<file path="config.mk">
export PLATFORM = sky130hd
export DESIGN_NAME = thermistor_table_interpolator
export DESIGN_NICKNAME = d
export VERILOG_FILES = /design/src/rtl/core/thi_pkg.sv /design/src/rtl/core/thermistor_table_interpolator.sv /design/src/rtl/core/thi_ram.sv /design/src/rtl/core/thi_div.sv
export SDC_FILE = /design/constraint.sdc
export NUM_CORES = 2
export LEC_CHECK = 0
export BUFFER_PORTS_ARGS = -buffer_cell sky130_fd_sc_hd__buf_4
export CORE_MARGIN = 3
export CORE_UTILIZATION = 60
export DETAILED_ROUTE_END_ITERATION = 6
export GPL_ROUTABILITY_DRIVEN = 0
export GPL_TIMING_DRIVEN = 1
export HOLD_SLACK_MARGIN = 0.03
export PLACE_DENSITY = 0.85
export SYNTH_ARGS = -nofsm -noshare
export SYNTH_HDL_FRONTEND = slang
export SYNTH_SLANG_ARGS = --single-unit
</file>
<file path="constraint.sdc">
create_clock -name clock -period 14.42 [get_ports clock]
set_input_delay 1.442 -clock clock [delete_from_list [all_inputs] [get_ports clock]]
set_output_delay 1.442 -clock clock [all_outputs]
set_load 0.03 [all_outputs]
</file>
<file path="src/rtl/core/thi_pkg.sv">
// Shared types and constants for the thermistor table interpolator.
// Used by the top level and the serial divider; no dependencies.

package thi_pkg;

   // field widths of the stream items
   localparam int KIND_W  = 2;
   localparam int INDEX_W = 6;
   localparam int ADC_W   = 10;
   localparam int CEL_W   = 16;
   localparam int Q8_W    = 24;
   localparam int ENT_W   = 7;

   localparam int REQ_DATA_W = 48;
   localparam int RSP_DATA_W = 32;

   localparam int CSR_ADDR_W = 2;
   localparam int CSR_DATA_W = 10;

   // interpolation datapath
   localparam int MUL_W = CEL_W + ADC_W + 2;   // 17 x 11 signed product
   localparam int NUM_W = MUL_W + 1;           // sum of two products
   localparam int DVD_W = NUM_W + 8;           // numerator magnitude times 256

   localparam int MIN_ENTRIES = 3;
   localparam int Q8_POS_MAG  = 8388607;
   localparam int Q8_NEG_MAG  = 8388608;
   localparam logic [Q8_W-1:0] Q8_MAX = 24'h7FFFFF;
   localparam logic [Q8_W-1:0] Q8_MIN = 24'h800000;

   localparam logic [ADC_W-1:0] FAULT_LOW_RST  = 10'd5;
   localparam logic [ADC_W-1:0] FAULT_HIGH_RST = 10'd1018;
   localparam logic [ENT_W-1:0] ENTRIES_RST    = 7'd64;

   typedef enum logic [KIND_W-1:0] {
      KIND_WRITE   = 2'd0,
      KIND_CONVERT = 2'd1,
      KIND_CLEAR   = 2'd2
   } kind_type;

   typedef enum logic [CSR_ADDR_W-1:0] {
      REG_FAULT_LOW  = 2'd0,
      REG_FAULT_HIGH = 2'd1,
      REG_ENTRIES    = 2'd2
   } reg_index_type;

   typedef struct packed {
      logic             start;
      logic [DVD_W-1:0] dividend;
      logic [ADC_W-1:0] divisor;
   } div_req_type;

   typedef struct packed {
      logic             done;
      logic [DVD_W-1:0] quotient;
   } div_rsp_type;

endpackage

</file>
<file path="src/rtl/core/thermistor_table_interpolator.sv">
// Thermistor ADC to Q8 Celsius converter: table RAM, linear walk, serial divide.
// Depends on thi_pkg, thi_ram and thi_div.
//
// Load the table first with write beats (kind 0), in ascending adc order; a
// conversion beat (kind 1) then walks the table from entry 0 through the single
// RAM read port, one entry per cycle, until it finds the first entry above the
// sample, and interpolates on the segment ending there with one shared 17x11
// multiplier and a bit-serial divider; if none is found by the last searched
// entry, the celsius of the entry after it is returned. A conversion ends sooner
// when the segment is found early or has zero width; write, clear and unused
// beats go straight to ST_OUT. Every beat gives one result beat; the next
// request is taken while an earlier result still waits in the output register.
// Table entries are not cleared by reset and must be written before they are
// used; configuration writes are taken at any time but should only be made
// while no conversion is in flight.

module thermistor_table_interpolator #(
   parameter int TABLE_ENTRIES = 64
) (
   input  logic                              clock,
   input  logic                              reset,
   input  logic                              req_tvalid,
   output logic                              req_tready,
   // entry_index[5:0], entry_adc[15:6], entry_celsius[31:16], raw_sample[41:32]
   input  logic [thi_pkg::REQ_DATA_W-1:0]    req_tdata,
   // kind[1:0]
   input  logic [thi_pkg::KIND_W-1:0]        req_tuser,
   output logic                              rsp_tvalid,
   input  logic                              rsp_tready,
   // celsius_q8[23:0], sample_bad[24], fault_sticky[25]
   output logic [thi_pkg::RSP_DATA_W-1:0]    rsp_tdata,
   input  logic                              csr_we,
   input  logic [thi_pkg::CSR_ADDR_W-1:0]    csr_addr,
   input  logic [thi_pkg::CSR_DATA_W-1:0]    csr_wdata
);
   import thi_pkg::*;

   localparam int IDX_W = $clog2(TABLE_ENTRIES);
   localparam int N_W   = ($clog2(TABLE_ENTRIES + 1) > ENT_W) ?
                          $clog2(TABLE_ENTRIES + 1) : ENT_W;
   localparam int RAM_W = ADC_W + CEL_W;

   typedef enum logic [8:0] {
      ST_IDLE = 9'b000000001,
      ST_SCAN = 9'b000000010,
      ST_LAST = 9'b000000100,
      ST_DIFF = 9'b000001000,
      ST_MUL0 = 9'b000010000,
      ST_MUL1 = 9'b000100000,
      ST_DIVS = 9'b001000000,
      ST_DIVW = 9'b010000000,
      ST_OUT  = 9'b100000000
   } state_type;

   // request fields
   logic [INDEX_W-1:0] req_index;
   logic [ADC_W-1:0]   req_adc;
   logic [CEL_W-1:0]   req_cel;
   logic [ADC_W-1:0]   req_sample;

   assign req_index  = req_tdata[5:0];
   assign req_adc    = req_tdata[15:6];
   assign req_cel    = req_tdata[31:16];
   assign req_sample = req_tdata[41:32];

   // configuration
   logic [ADC_W-1:0] fault_low_ff, fault_high_ff;
   logic [ENT_W-1:0] entries_ff;

   always_ff @(posedge clock) begin
      if (reset) begin
         fault_low_ff  <= FAULT_LOW_RST;
         fault_high_ff <= FAULT_HIGH_RST;
         entries_ff    <= ENTRIES_RST;
      end else if (csr_we) begin
         case (csr_addr)
            REG_FAULT_LOW:  fault_low_ff  <= csr_wdata[ADC_W-1:0];
            REG_FAULT_HIGH: fault_high_ff <= csr_wdata[ADC_W-1:0];
            REG_ENTRIES:    entries_ff    <= csr_wdata[ENT_W-1:0];
            default: ;
         endcase
      end
   end

   // effective entry count, clamped to at least MIN_ENTRIES and at most the table
   logic [N_W-1:0]   n_eff;
   logic [IDX_W-1:0] last_idx;

   always_comb begin
      if (entries_ff < ENT_W'(MIN_ENTRIES)) begin
         n_eff = N_W'(MIN_ENTRIES);
      end else if (N_W'(entries_ff) > N_W'(TABLE_ENTRIES)) begin
         n_eff = N_W'(TABLE_ENTRIES);
      end else begin
         n_eff = N_W'(entries_ff);
      end
   end

   assign last_idx = IDX_W'(n_eff - N_W'(2));

   // state
   state_type               state_ff, state_in;
   logic                    fault_ff, fault_in;
   logic                    rsp_valid_ff, rsp_valid_in;
   logic [RSP_DATA_W-1:0]   rsp_data_ff, rsp_data_in;
   logic [ADC_W-1:0]        sample_ff, sample_in;
   logic                    bad_ff, bad_in;
   logic [Q8_W-1:0]         q_ff, q_in;
   logic [IDX_W-1:0]        rd_idx_ff, rd_idx_in;
   logic [IDX_W-1:0]        dat_idx_ff, dat_idx_in;
   logic [ADC_W-1:0]        a0_ff, a0_in, a1_ff, a1_in;
   logic [CEL_W-1:0]        c0_ff, c0_in, c1_ff, c1_in;
   logic signed [ADC_W:0]   diff_ff, diff_in;
   logic signed [ADC_W:0]   sa_ff, sa_in;
   logic signed [CEL_W:0]   dc_ff, dc_in;
   logic signed [MUL_W-1:0] prod_ff, prod_in;
   logic signed [NUM_W-1:0] num_ff, num_in;
   logic                    neg_ff, neg_in;

   // table RAM: adc in the low bits, celsius above
   logic             ram_we;
   logic [IDX_W-1:0] ram_raddr;
   logic [RAM_W-1:0] ram_rdata;
   logic [ADC_W-1:0] r_adc;
   logic [CEL_W-1:0] r_cel;

   assign ram_raddr = (state_ff == ST_IDLE) ? '0 : rd_idx_ff;
   assign r_adc     = ram_rdata[ADC_W-1:0];
   assign r_cel     = ram_rdata[RAM_W-1:ADC_W];

   thi_ram #(
      .WIDTH (RAM_W),
      .DEPTH (TABLE_ENTRIES)
   ) u_table (
      .clock   (clock),
      .wr_en   (ram_we),
      .wr_addr (IDX_W'(req_index)),
      .wr_data ({req_cel, req_adc}),
      .rd_addr (ram_raddr),
      .rd_data (ram_rdata)
   );

   // shared multiplier: c0 * d, then (s - a0) * (c1 - c0)
   logic signed [CEL_W:0]   mul_a;
   logic signed [ADC_W:0]   mul_b;
   logic signed [MUL_W-1:0] mul_p;

   assign mul_a = (state_ff == ST_MUL0) ? $signed({c0_ff[CEL_W-1], c0_ff}) : dc_ff;
   assign mul_b = (state_ff == ST_MUL0) ? diff_ff : sa_ff;
   assign mul_p = mul_a * mul_b;

   // divider
   div_req_type            div_req;
   div_rsp_type            div_rsp;
   logic [NUM_W-1:0]       num_mag;
   logic [ADC_W-1:0]       diff_mag;
   logic                   sample_bad_now;

   assign num_mag  = num_ff[NUM_W-1] ? NUM_W'(-num_ff) : NUM_W'(num_ff);
   assign diff_mag = diff_ff[ADC_W] ? ADC_W'(-diff_ff) : ADC_W'(diff_ff);
   assign sample_bad_now = (req_sample <= fault_low_ff) || (req_sample > fault_high_ff);

   thi_div u_div (
      .clock   (clock),
      .reset   (reset),
      .div_req (div_req),
      .div_rsp (div_rsp)
   );

   always_comb begin
      state_in     = state_ff;
      fault_in     = fault_ff;
      rsp_valid_in = rsp_valid_ff;
      rsp_data_in  = rsp_data_ff;
      sample_in    = sample_ff;
      bad_in       = bad_ff;
      q_in         = q_ff;
      rd_idx_in    = rd_idx_ff;
      dat_idx_in   = dat_idx_ff;
      a0_in        = a0_ff;
      a1_in        = a1_ff;
      c0_in        = c0_ff;
      c1_in        = c1_ff;
      diff_in      = diff_ff;
      sa_in        = sa_ff;
      dc_in        = dc_ff;
      prod_in      = prod_ff;
      num_in       = num_ff;
      neg_in       = neg_ff;
      ram_we       = 1'b0;
      div_req      = '0;

      if (rsp_tready) begin
         rsp_valid_in = 1'b0;
      end

      case (state_ff)
         ST_IDLE: begin
            if (req_tvalid) begin
               q_in       = '0;
               bad_in     = 1'b0;
               sample_in  = req_sample;
               rd_idx_in  = IDX_W'(1);
               dat_idx_in = '0;
               state_in   = ST_OUT;
               case (req_tuser)
                  KIND_WRITE: begin
                     ram_we = (int'(req_index) < TABLE_ENTRIES);
                  end
                  KIND_CONVERT: begin
                     bad_in   = sample_bad_now;
                     fault_in = fault_ff | sample_bad_now;
                     state_in = ST_SCAN;
                  end
                  KIND_CLEAR: begin
                     fault_in = 1'b0;
                  end
                  default: ;
               endcase
            end
         end

         // read data belongs to dat_idx; the next address is already out
         ST_SCAN: begin
            dat_idx_in = rd_idx_ff;
            rd_idx_in  = rd_idx_ff + IDX_W'(1);
            if (dat_idx_ff == '0) begin
               a0_in = r_adc;
               c0_in = r_cel;
            end else if (r_adc > sample_ff) begin
               a1_in    = r_adc;
               c1_in    = r_cel;
               state_in = ST_DIFF;
            end else if (dat_idx_ff == last_idx) begin
               state_in = ST_LAST;
            end else begin
               a0_in = r_adc;
               c0_in = r_cel;
            end
         end

         // overflow entry n-1
         ST_LAST: begin
            q_in     = {r_cel, 8'h00};
            state_in = ST_OUT;
         end

         ST_DIFF: begin
            diff_in = $signed({1'b0, a1_ff}) - $signed({1'b0, a0_ff});
            sa_in   = $signed({1'b0, sample_ff}) - $signed({1'b0, a0_ff});
            dc_in   = $signed({c1_ff[CEL_W-1], c1_ff}) - $signed({c0_ff[CEL_W-1], c0_ff});
            if (a1_ff == a0_ff) begin
               q_in     = {c0_ff, 8'h00};
               state_in = ST_OUT;
            end else begin
               state_in = ST_MUL0;
            end
         end

         ST_MUL0: begin
            prod_in  = mul_p;
            state_in = ST_MUL1;
         end

         ST_MUL1: begin
            num_in   = NUM_W'(prod_ff) + NUM_W'(mul_p);
            state_in = ST_DIVS;
         end

         // magnitudes into the divider, sign applied afterwards (truncation to zero)
         ST_DIVS: begin
            div_req.start    = 1'b1;
            div_req.dividend = {num_mag, 8'h00};
            div_req.divisor  = diff_mag;
            neg_in           = num_ff[NUM_W-1] ^ diff_ff[ADC_W];
            state_in         = ST_DIVW;
         end

         ST_DIVW: begin
            if (div_rsp.done) begin
               if (neg_ff) begin
                  q_in = (div_rsp.quotient > DVD_W'(Q8_NEG_MAG)) ?
                         Q8_MIN : Q8_W'(-div_rsp.quotient);
               end else begin
                  q_in = (div_rsp.quotient > DVD_W'(Q8_POS_MAG)) ?
                         Q8_MAX : div_rsp.quotient[Q8_W-1:0];
               end
               state_in = ST_OUT;
            end
         end

         ST_OUT: begin
            if (!rsp_valid_ff || rsp_tready) begin
               rsp_valid_in = 1'b1;
               rsp_data_in  = {{(RSP_DATA_W-Q8_W-2){1'b0}}, fault_ff, bad_ff, q_ff};
               state_in     = ST_IDLE;
            end
         end

         default: begin
            state_in = ST_IDLE;
         end
      endcase
   end

   always_ff @(posedge clock) begin
      if (reset) begin
         state_ff     <= ST_IDLE;
         fault_ff     <= 1'b0;
         rsp_valid_ff <= 1'b0;
      end else begin
         state_ff     <= state_in;
         fault_ff     <= fault_in;
         rsp_valid_ff <= rsp_valid_in;
      end
   end

   always_ff @(posedge clock) begin
      rsp_data_ff <= rsp_data_in;
      sample_ff   <= sample_in;
      bad_ff      <= bad_in;
      q_ff        <= q_in;
      rd_idx_ff   <= rd_idx_in;
      dat_idx_ff  <= dat_idx_in;
      a0_ff       <= a0_in;
      a1_ff       <= a1_in;
      c0_ff       <= c0_in;
      c1_ff       <= c1_in;
      diff_ff     <= diff_in;
      sa_ff       <= sa_in;
      dc_ff       <= dc_in;
      prod_ff     <= prod_in;
      num_ff      <= num_in;
      neg_ff      <= neg_in;
   end

   assign req_tready = (state_ff == ST_IDLE);
   assign rsp_tvalid = rsp_valid_ff;
   assign rsp_tdata  = rsp_data_ff;

   // one beat in flight: nothing taken in the cycle after an accept
   a_one_in_flight: assert property (@(posedge clock) disable iff (reset)
      (req_tvalid && req_tready) |=> !req_tready)
      else $error("request taken while previous beat still in flight");

   // the walk never looks past the last searched entry
   a_scan_bound: assert property (@(posedge clock) disable iff (reset)
      (state_ff == ST_SCAN) |-> (dat_idx_ff <= last_idx))
      else $error("table walk ran beyond the searched range");

   // a zero-width segment is settled before the divider
   a_no_zero_div: assert property (@(posedge clock) disable iff (reset)
      (state_ff == ST_DIVS) |-> (diff_ff != '0))
      else $error("divider started with a zero-width segment");

   // divider finishes only while the sequencer waits for it
   a_div_done: assert property (@(posedge clock) disable iff (reset)
      div_rsp.done |-> (state_ff == ST_DIVW))
      else $error("divider result arrived outside the wait state");

   // a non-convert beat never reports a bad sample
   a_bad_only_convert: assert property (@(posedge clock) disable iff (reset)
      (req_tvalid && req_tready && (req_tuser != KIND_CONVERT)) |=> !bad_ff)
      else $error("sample_bad set on a non-convert beat");

endmodule

</file>
<file path="src/rtl/core/thi_ram.sv">
// Generic single-port-write, single-port-read RAM with registered read data.
// No dependencies.

module thi_ram #(
   parameter int WIDTH = 8,
   parameter int DEPTH = 16
) (
   input  logic                     clock,
   input  logic                     wr_en,
   input  logic [$clog2(DEPTH)-1:0] wr_addr,
   input  logic [WIDTH-1:0]         wr_data,
   input  logic [$clog2(DEPTH)-1:0] rd_addr,
   output logic [WIDTH-1:0]         rd_data
);

   logic [WIDTH-1:0] mem_ff [DEPTH];
   logic [WIDTH-1:0] rd_data_ff;

   always_ff @(posedge clock) begin
      if (wr_en) begin
         mem_ff[wr_addr] <= wr_data;
      end
      rd_data_ff <= mem_ff[rd_addr];
   end

   assign rd_data = rd_data_ff;

endmodule

</file>
<file path="src/rtl/core/thi_div.sv">
// Bit-serial restoring divider: unsigned dividend by a non-zero 10-bit divisor,
// one quotient bit per cycle. Depends on thi_pkg.

module thi_div (
   input  logic                 clock,
   input  logic                 reset,
   input  thi_pkg::div_req_type div_req,
   output thi_pkg::div_rsp_type div_rsp
);
   import thi_pkg::*;

   localparam int CNT_W = $clog2(DVD_W + 1);

   logic             busy_ff, busy_in;
   logic             done_ff, done_in;
   logic [CNT_W-1:0] cnt_ff, cnt_in;
   logic [ADC_W-1:0] rem_ff, rem_in;
   logic [ADC_W-1:0] dvs_ff, dvs_in;
   logic [DVD_W-1:0] quo_ff, quo_in;
   logic [ADC_W:0]   trial;
   logic             take;

   assign trial = {rem_ff, quo_ff[DVD_W-1]};
   assign take  = (trial >= {1'b0, dvs_ff});

   always_comb begin
      busy_in = busy_ff;
      done_in = 1'b0;
      cnt_in  = cnt_ff;
      rem_in  = rem_ff;
      dvs_in  = dvs_ff;
      quo_in  = quo_ff;
      if (div_req.start) begin
         busy_in = 1'b1;
         cnt_in  = CNT_W'(DVD_W);
         rem_in  = '0;
         dvs_in  = div_req.divisor;
         quo_in  = div_req.dividend;
      end else if (busy_ff) begin
         // remainder stays below the divisor, so the top trial bit is clear on no-take
         rem_in = take ? ADC_W'(trial - {1'b0, dvs_ff}) : trial[ADC_W-1:0];
         quo_in = {quo_ff[DVD_W-2:0], take};
         cnt_in = cnt_ff - CNT_W'(1);
         if (cnt_ff == CNT_W'(1)) begin
            busy_in = 1'b0;
            done_in = 1'b1;
         end
      end
   end

   always_ff @(posedge clock) begin
      if (reset) begin
         busy_ff <= 1'b0;
         done_ff <= 1'b0;
         cnt_ff  <= '0;
      end else begin
         busy_ff <= busy_in;
         done_ff <= done_in;
         cnt_ff  <= cnt_in;
      end
   end

   always_ff @(posedge clock) begin
      rem_ff <= rem_in;
      dvs_ff <= dvs_in;
      quo_ff <= quo_in;
   end

   assign div_rsp.done     = done_ff;
   assign div_rsp.quotient = quo_ff;

endmodule
</file>
* Yosys cells after proc, flatten, opt, wreduce, memory -nomap -nowiden
Memories as Yosys holds them, arrays and structs flattened. A register that Yosys moved wholly into a read port is not among the register bits. Cells that the tools add are included.
Operators by class: add/subtract/negate cells 11, multipliers 1, $lt $le $gt $ge 8, equality and inequality tests 24, muxes and demuxes 52, bitwise operators 4, reductions and logical operators 23
Operator list (count):
- $mux 24 | 6
- $pmux 24 s4 | 1
- $pmux 9 s9 | 1
- $mux 37 | 2
- $mux 9 | 8
- $mux 10 | 5
- $mux 16 | 3
- $mux 48 | 1
- $mux 6 | 7
- $gt 37x23->1 const B | 1
- $gt 37x24->1 const B | 1
- $add 28x28->29 | 1
- $mux 29 | 1
- $neg 29->29 | 1
- $mul 17x11->28 | 1
- $neg 24->24 | 1
- $pmux 6 s2 | 2
- $sub 10x10->11 | 2
- $gt 10x10->1 | 2
- $mux 17 | 1
- $sub 16x16->17 | 1
- $mux 1 | 12
- $ne 2x2->1 const B | 6
- $reduce_and 2->1 | 6
- 41 further kinds | 50
Word-level totals: bits in registers 325, memory bits (writable) 1664, input port bits 67, output and inout bits 34, word-level logic and storage cells 153, memories kept 1
Memories:
- u_table.mem_ff | words 64, width 26, read ports 1, clocked after Yosys merged registers in 1, write ports 1, RTL line thi_ram.sv:16 | logic [WIDTH-1:0] mem_ff [DEPTH];

* Depth between registers and ports, before layout
depth in word-level cells 9, mapped depth 38, depth with buffers taken out 33

* By module
From an unflattened synthesis, not the netlist that was laid out.
Second synthesis, totals: cell total of the unflattened synthesis 5308, area total of the unflattened synthesis 88802.7 um^2
Modules (own cells, without submodules):
- thi_ram | instances 1, cells each 2841, area each 64182.8 um^2, seq. area each 50488.4 um^2
- thermistor_table_interpolator | instances 1, cells each 2211, area each 21420.5 um^2, seq. area each 7427.1 um^2
- thi_div | instances 1, cells each 256, area each 3199.3 um^2, seq. area each 1771.7 um^2

* Least setup slack after synthesis
No wires, ideal clock.
kind register to register, start point register state_ff[7], end point register num_ff[27], data pin, library setup time 265 ps, arrival 8223 ps, data required time 14155 ps, setup slack 5932 ps, stages on the path, launching flop included 33, cell sequence dfxtp_1 -> buf_2 -> or3_1 -> nor4_1 -> and3b_1 -> buf_2 -> mux2i_1 -> clkbuf_1 -> nor2_1 -> fa_1 -> fa_1 -> fa_1 -> fa_1 -> inv_1 -> fa_1 -> inv_1 -> ha_1 -> and4_1 -> and2_0 -> o21ai_0 -> a21boi_0 -> nand2b_1 -> a21oi_1 -> xnor2_1 -> ha_1 -> clkbuf_1 -> nand4_1 -> or3_1 -> a211o_1 -> a41oi_1 -> o21ai_0 -> a21oi_1 -> a31oi_1
Between the ends: longest elaborated chain between the ends 4, elaborated cells on any way between the ends 5, those cells by class add/sub: 1; mul: 1; eq/ne: 1; mux: 2
RTL lines:
- start: declaration | RTL line thermistor_table_interpolator.sv:102 | state_type state_ff, state_in;
- start signal: assignment | RTL line thermistor_table_interpolator.sv:312 | state_ff <= state_in;
- $eq 9x5->1 (*) | RTL line thermistor_table_interpolator.sv:148, thermistor_table_interpolator.sv:149
- $mux 17 or $mux 11 (tied branches) | RTL line thermistor_table_interpolator.sv:148, thermistor_table_interpolator.sv:149
- $mul 17x11->28 (*) | RTL line thermistor_table_interpolator.sv:150 | assign mul_p = mul_a * mul_b;
- net mul_p[18] | RTL line thermistor_table_interpolator.sv:146 | logic signed [MUL_W-1:0] mul_p;
- $add 28x28->29 (*) | RTL line thermistor_table_interpolator.sv:266 | num_in = NUM_W'(prod_ff) + NUM_W'(mul_p);
- end signal: assignment | RTL line thermistor_table_interpolator.sv:333 | num_ff <= num_in;
- end: declaration | RTL line thermistor_table_interpolator.sv:117 | logic signed [NUM_W-1:0] num_ff, num_in;
Mark *: on every way through the listed nets, which the timed path passes. The rest lies on a longest branch. A chain may end at the register's enable or synchronous reset.

* Worst setup path in the final report
start point register state_ff[0], end point register num_ff[27], data pin
Same word-level chain as after synthesis.

==> run_results.csv <==
group,metric,value,unit
run_status,outcome,"complete, no violations",
setup_path,critical_path_peak_fanout,23,
global_routing,met1_layer_usage_reported_by_global_route,38.66,%
setup_path,setup.worst_path.end_class,"flop",
timing,hold_viol,0,
timing,setup_viol_count_final,0,
timing,post_route_fraction_of_the_period_consumed_by_the_critical_path,65.75,%
setup_path,critPathMaxStageDelay,0.58,ns
setup_path,setup.reg_to_reg.worst_slack,4.94,ns
global_routing,globalRouteTotalUtil,30.47,%
cts,cts-root-to-sink-buffers,3,
timing,rsz0062_at_grt,"no",
floorplan,die_width,396.0,µm
route,detail_route.iter0.violations,8537,
timing,timing_worst_slew_pin_value,1.349,ns
setup_path,worst_path_most_repeated_cell,"fa_1",
synthesis,synthDistinctLibCells,79,
floorplan,die_area,156800,µm²
timing,tns,0,ns
placed_design,place.detailed.hpwl,138800,µm
synthesis,synth_warnings,0,
cts,cts-buffers-inserted,193,
global_routing,overflow,0,
placed_design,place_inst,8644,
global_routing,first_pass_grt_wire_length,359900,µm
placed_design,port_buffers,88,
floorplan,top_level_ports,101,
final_layout,layout.cells.non_filler,9005,
cts,ctsRootBufferMaster,"clkbuf_16",
timing,timing.final.crit_period,9.481,ns
setup_path,reg2regPathDepth,32,
route,routed_via_density,6.674,
route,postRouteAntennaNets,0,
power_and_ir_drop,power_density_cells,129.9,nW/µm²
global_routing,number_of_antenna_violations_at_the_first_check_in_global_routing,11,
job,cap_violations,0,
route,post-route-drc-count,0,
worst_hold_path,hold_wc_path_type,"reg2reg",
global_routing,grt_util_met3,7.377,%
final_layout,finish.net_count,7242,
route,route.detailed.wl_per_inst,26.93,µm
setup_path,worst_setup_path_endpoint,"num_ff[27]",
route,wirelength,242500,µm
timing,final.setup_skew,0.05485,ns
setup_path,crit_required,14.96,ns
global_routing,use_met2,48.09,%
route,drt_pass1_iterations,7,
cts,cts.repair_timing.setup_buffer_count,0,
setup_path,regToRegEndpoint,"num_ff[27]",
setup_path,worstSetupPathType,"reg2reg",
route,vias,60100,
final_layout,area.growth.synth_to_final,10.22,%
global_routing,grt_start_max_net_pins,185,
floorplan,floorplan.die.height,396.0,µm
timing,postLayoutSetupSlackWorst,4.939,ns
cts,post_cts_hold_buffer_count,0,
cts,tritoncts,"yes",
floorplan,row_count,142,
synthesis,netlist_area,91240,µm²
power_and_ir_drop,maximum_resistive_drop_on_vdd,163.8,µV
cts,clk_pin_slew,0.06,ns
floorplan,core,150500,µm²
setup_path,worstReg2RegStart,"state_ff[0]",
power_and_ir_drop,power,13.07,mW
timing,drv_slew,0,
setup_path,worst_path_max_delay_cell,"nand2_1",
setup_path,timing.critical_path.from,"state_ff[0]",
synthesis,synth_async_sr_flop_share,0,%
power_and_ir_drop,total_leakage_power,35.56,nW
synthesis,edff_count_synth,1933,
timing,timing.slew.headroom,9.698,%
cts,worstSkewPairLatency,0.85,ns
global_routing,first_global_vias,59770,
global_routing,busiest_layer,"met2",
cts,post_cts_resized,0,
setup_path,arrival_time_reported_for_the_critical_path_endpoint,10.02,ns
timing,fmaxAchievable,0.1055,GHz
cts,cts-htree-levels,4,
placed_design,dpl_worst_slack,5.121,ns
synthesis,syn-instance-count,6823,
setup_path,critPathLaunchType,"flop",
final_layout,proportion_of_layout_cells_with_a_drive_suffix_above_1,9.475,%
synthesis,postSynth.topFlopCell,"edfxtp_1",
cts,clock_sink_count,2015,
synthesis,synth-seq-cells,2015,
floorplan,initial_core_util,60.63,%
synthesis,synth.avg_cell_area,13.37,µm²
synthesis,synth_sequential_area_ratio,65.42,%
-- report_power, final --
part / internal (mW) / switching (mW) / total (mW)
Sequential: 6.51 / 0.0587 / 6.57
Clock: 2.86 / 2.21 / 5.07
Combinational: 0.392 / 1.03 / 1.43
Total: 9.76 / 3.30 / 13.1
-- final cells by class --
class                      instances  area, µm²
tap                             2016       2522
fill                            9546      49920
clock buffer                     231       4982
multi-input combinational       4096      29240
clock inverter                   128       1380
antenna                            2      5.005
timing repair buffer             190       1514
sequential                      2015      59690
inverter                         327       1232
-- worst min path at each step --
stage / from / to / slack [ns] / cells past startpoint
floorplan: q_ff[0] / rsp_tdata[0] / 0.40 / 0
global placement: q_ff[6] / rsp_tdata[6] / 0.41 / 0
detailed placement: q_ff[22] / rsp_tdata[22] / 0.40 / 0
CTS: q_ff[22] / rsp_tdata[22] / 0.42 / 0
global route: q_ff[22] / rsp_tdata[22] / 0.43 / 0
finish: q_ff[22] / rsp_tdata[22] / 0.42 / 0
-- cell families (layout without fill, tap and decap cells) --
group	Yosys count	count (layout)	synth area share, %
AO/OA/AOI/OAI	1559	1559	10.56
XOR/XNOR	126	126	1.209
adder cells (fa/ha/maj)	352	352	6.275
buffers and inverters	717	876	3.009
flip-flops	2015	2015	65.42
multiplexers	511	511	6.038
other	1	8	0.004110
AND/OR/NAND/NOR	1542	1542	7.490
-- routing by layer --
layer  part of all wire [%]  vias up
met5                  0.014        -
met1                     34    29320
met3                     12      791
met4                    6.4        6
li1                       -    25510
met2                     47     4477
-- cell usage in the layout, fill, tap and decap left out, drive strengths merged, types with 137 or more instances in the layout --
cell type  Yosys  final
o21ai        525    525
o211ai       137    137
ha           176    176
nor2         664    664
fa           176    176
nand2        404    404
mux2i        430    430
a211oi       141    141
inv          325    334
buf           67    190
a21oi        372    372
edfxtp      1933   1933
clkbuf       323    231
-- Yosys cell counts, drive strengths merged (15+ instances only) --
master | number | area (µm²)
edfxtp | 1933 | 58050
nor2 | 664 | 2492
o21ai | 525 | 2628
mux2i | 430 | 4304
nand2 | 404 | 1516
a21oi | 372 | 1862
inv | 325 | 1220
clkbuf | 323 | 1212
fa | 176 | 3523
ha | 176 | 2202
a211oi | 141 | 1059
o211ai | 137 | 1028
nand3 | 131 | 655.6
nor3 | 86 | 435.4
dfxtp | 82 | 1642
xnor2 | 78 | 683.2
buf | 67 | 305.3
o22ai | 63 | 394.1
mux2 | 55 | 619.3
o221ai | 52 | 455.4
nor2b | 50 | 312.8
xor2 | 48 | 420.4
a31oi | 38 | 237.7
nor3b | 35 | 267.8
o41ai | 33 | 315.3
a221oi | 28 | 245.2
a21o | 27 | 202.7
o311a | 27 | 270.3
mux4 | 26 | 585.6
nand4 | 24 | 150.1
nand2b | 21 | 131.4
or3 | 21 | 131.4
and2 | 19 | 118.9
nand3b | 18 | 135.1
a22oi | 16 | 120.1
and3 | 15 | 93.84
nor4 | 15 | 93.84
o31ai | 15 | 112.6
-- registers in the layout, summed over array words and instances (netlist names), 11 cells and up --
name / count
u_table.mem_ff: 1664
u_div.quo_ff: 37
num_ff: 29
prod_ff: 28
rsp_tdata: 26
u_table.rd_data: 26
q_ff: 24
dc_ff: 17
c0_ff: 16
c1_ff: 16
diff_ff: 11
sa_ff: 11
-- stage by stage --
stage	hold slack [ns]	instance area (µm²)	util, %
after global routing	0.4319	100600	66.83
after detailed placement	0.4045	94200	62.60
final	0.4187	100600	66.83
after floorplan	0.4003	91260	-
after global placement	0.4073	94200	62.60
after CTS	0.4171	100600	66.82
-- critical path: cells and delay by family, from the launching register on --
family	cells	cell delay (ns)
adder cells (fa/ha/maj)	7	3.27
flip-flops	1	0.38
buffers and inverters	4	0.53
AO/OA/AOI/OAI	11	2.30
XOR/XNOR	1	0.17
AND/OR/NAND/NOR	9	2.53
No activity file was read; power rests on OpenSTA's default activity.
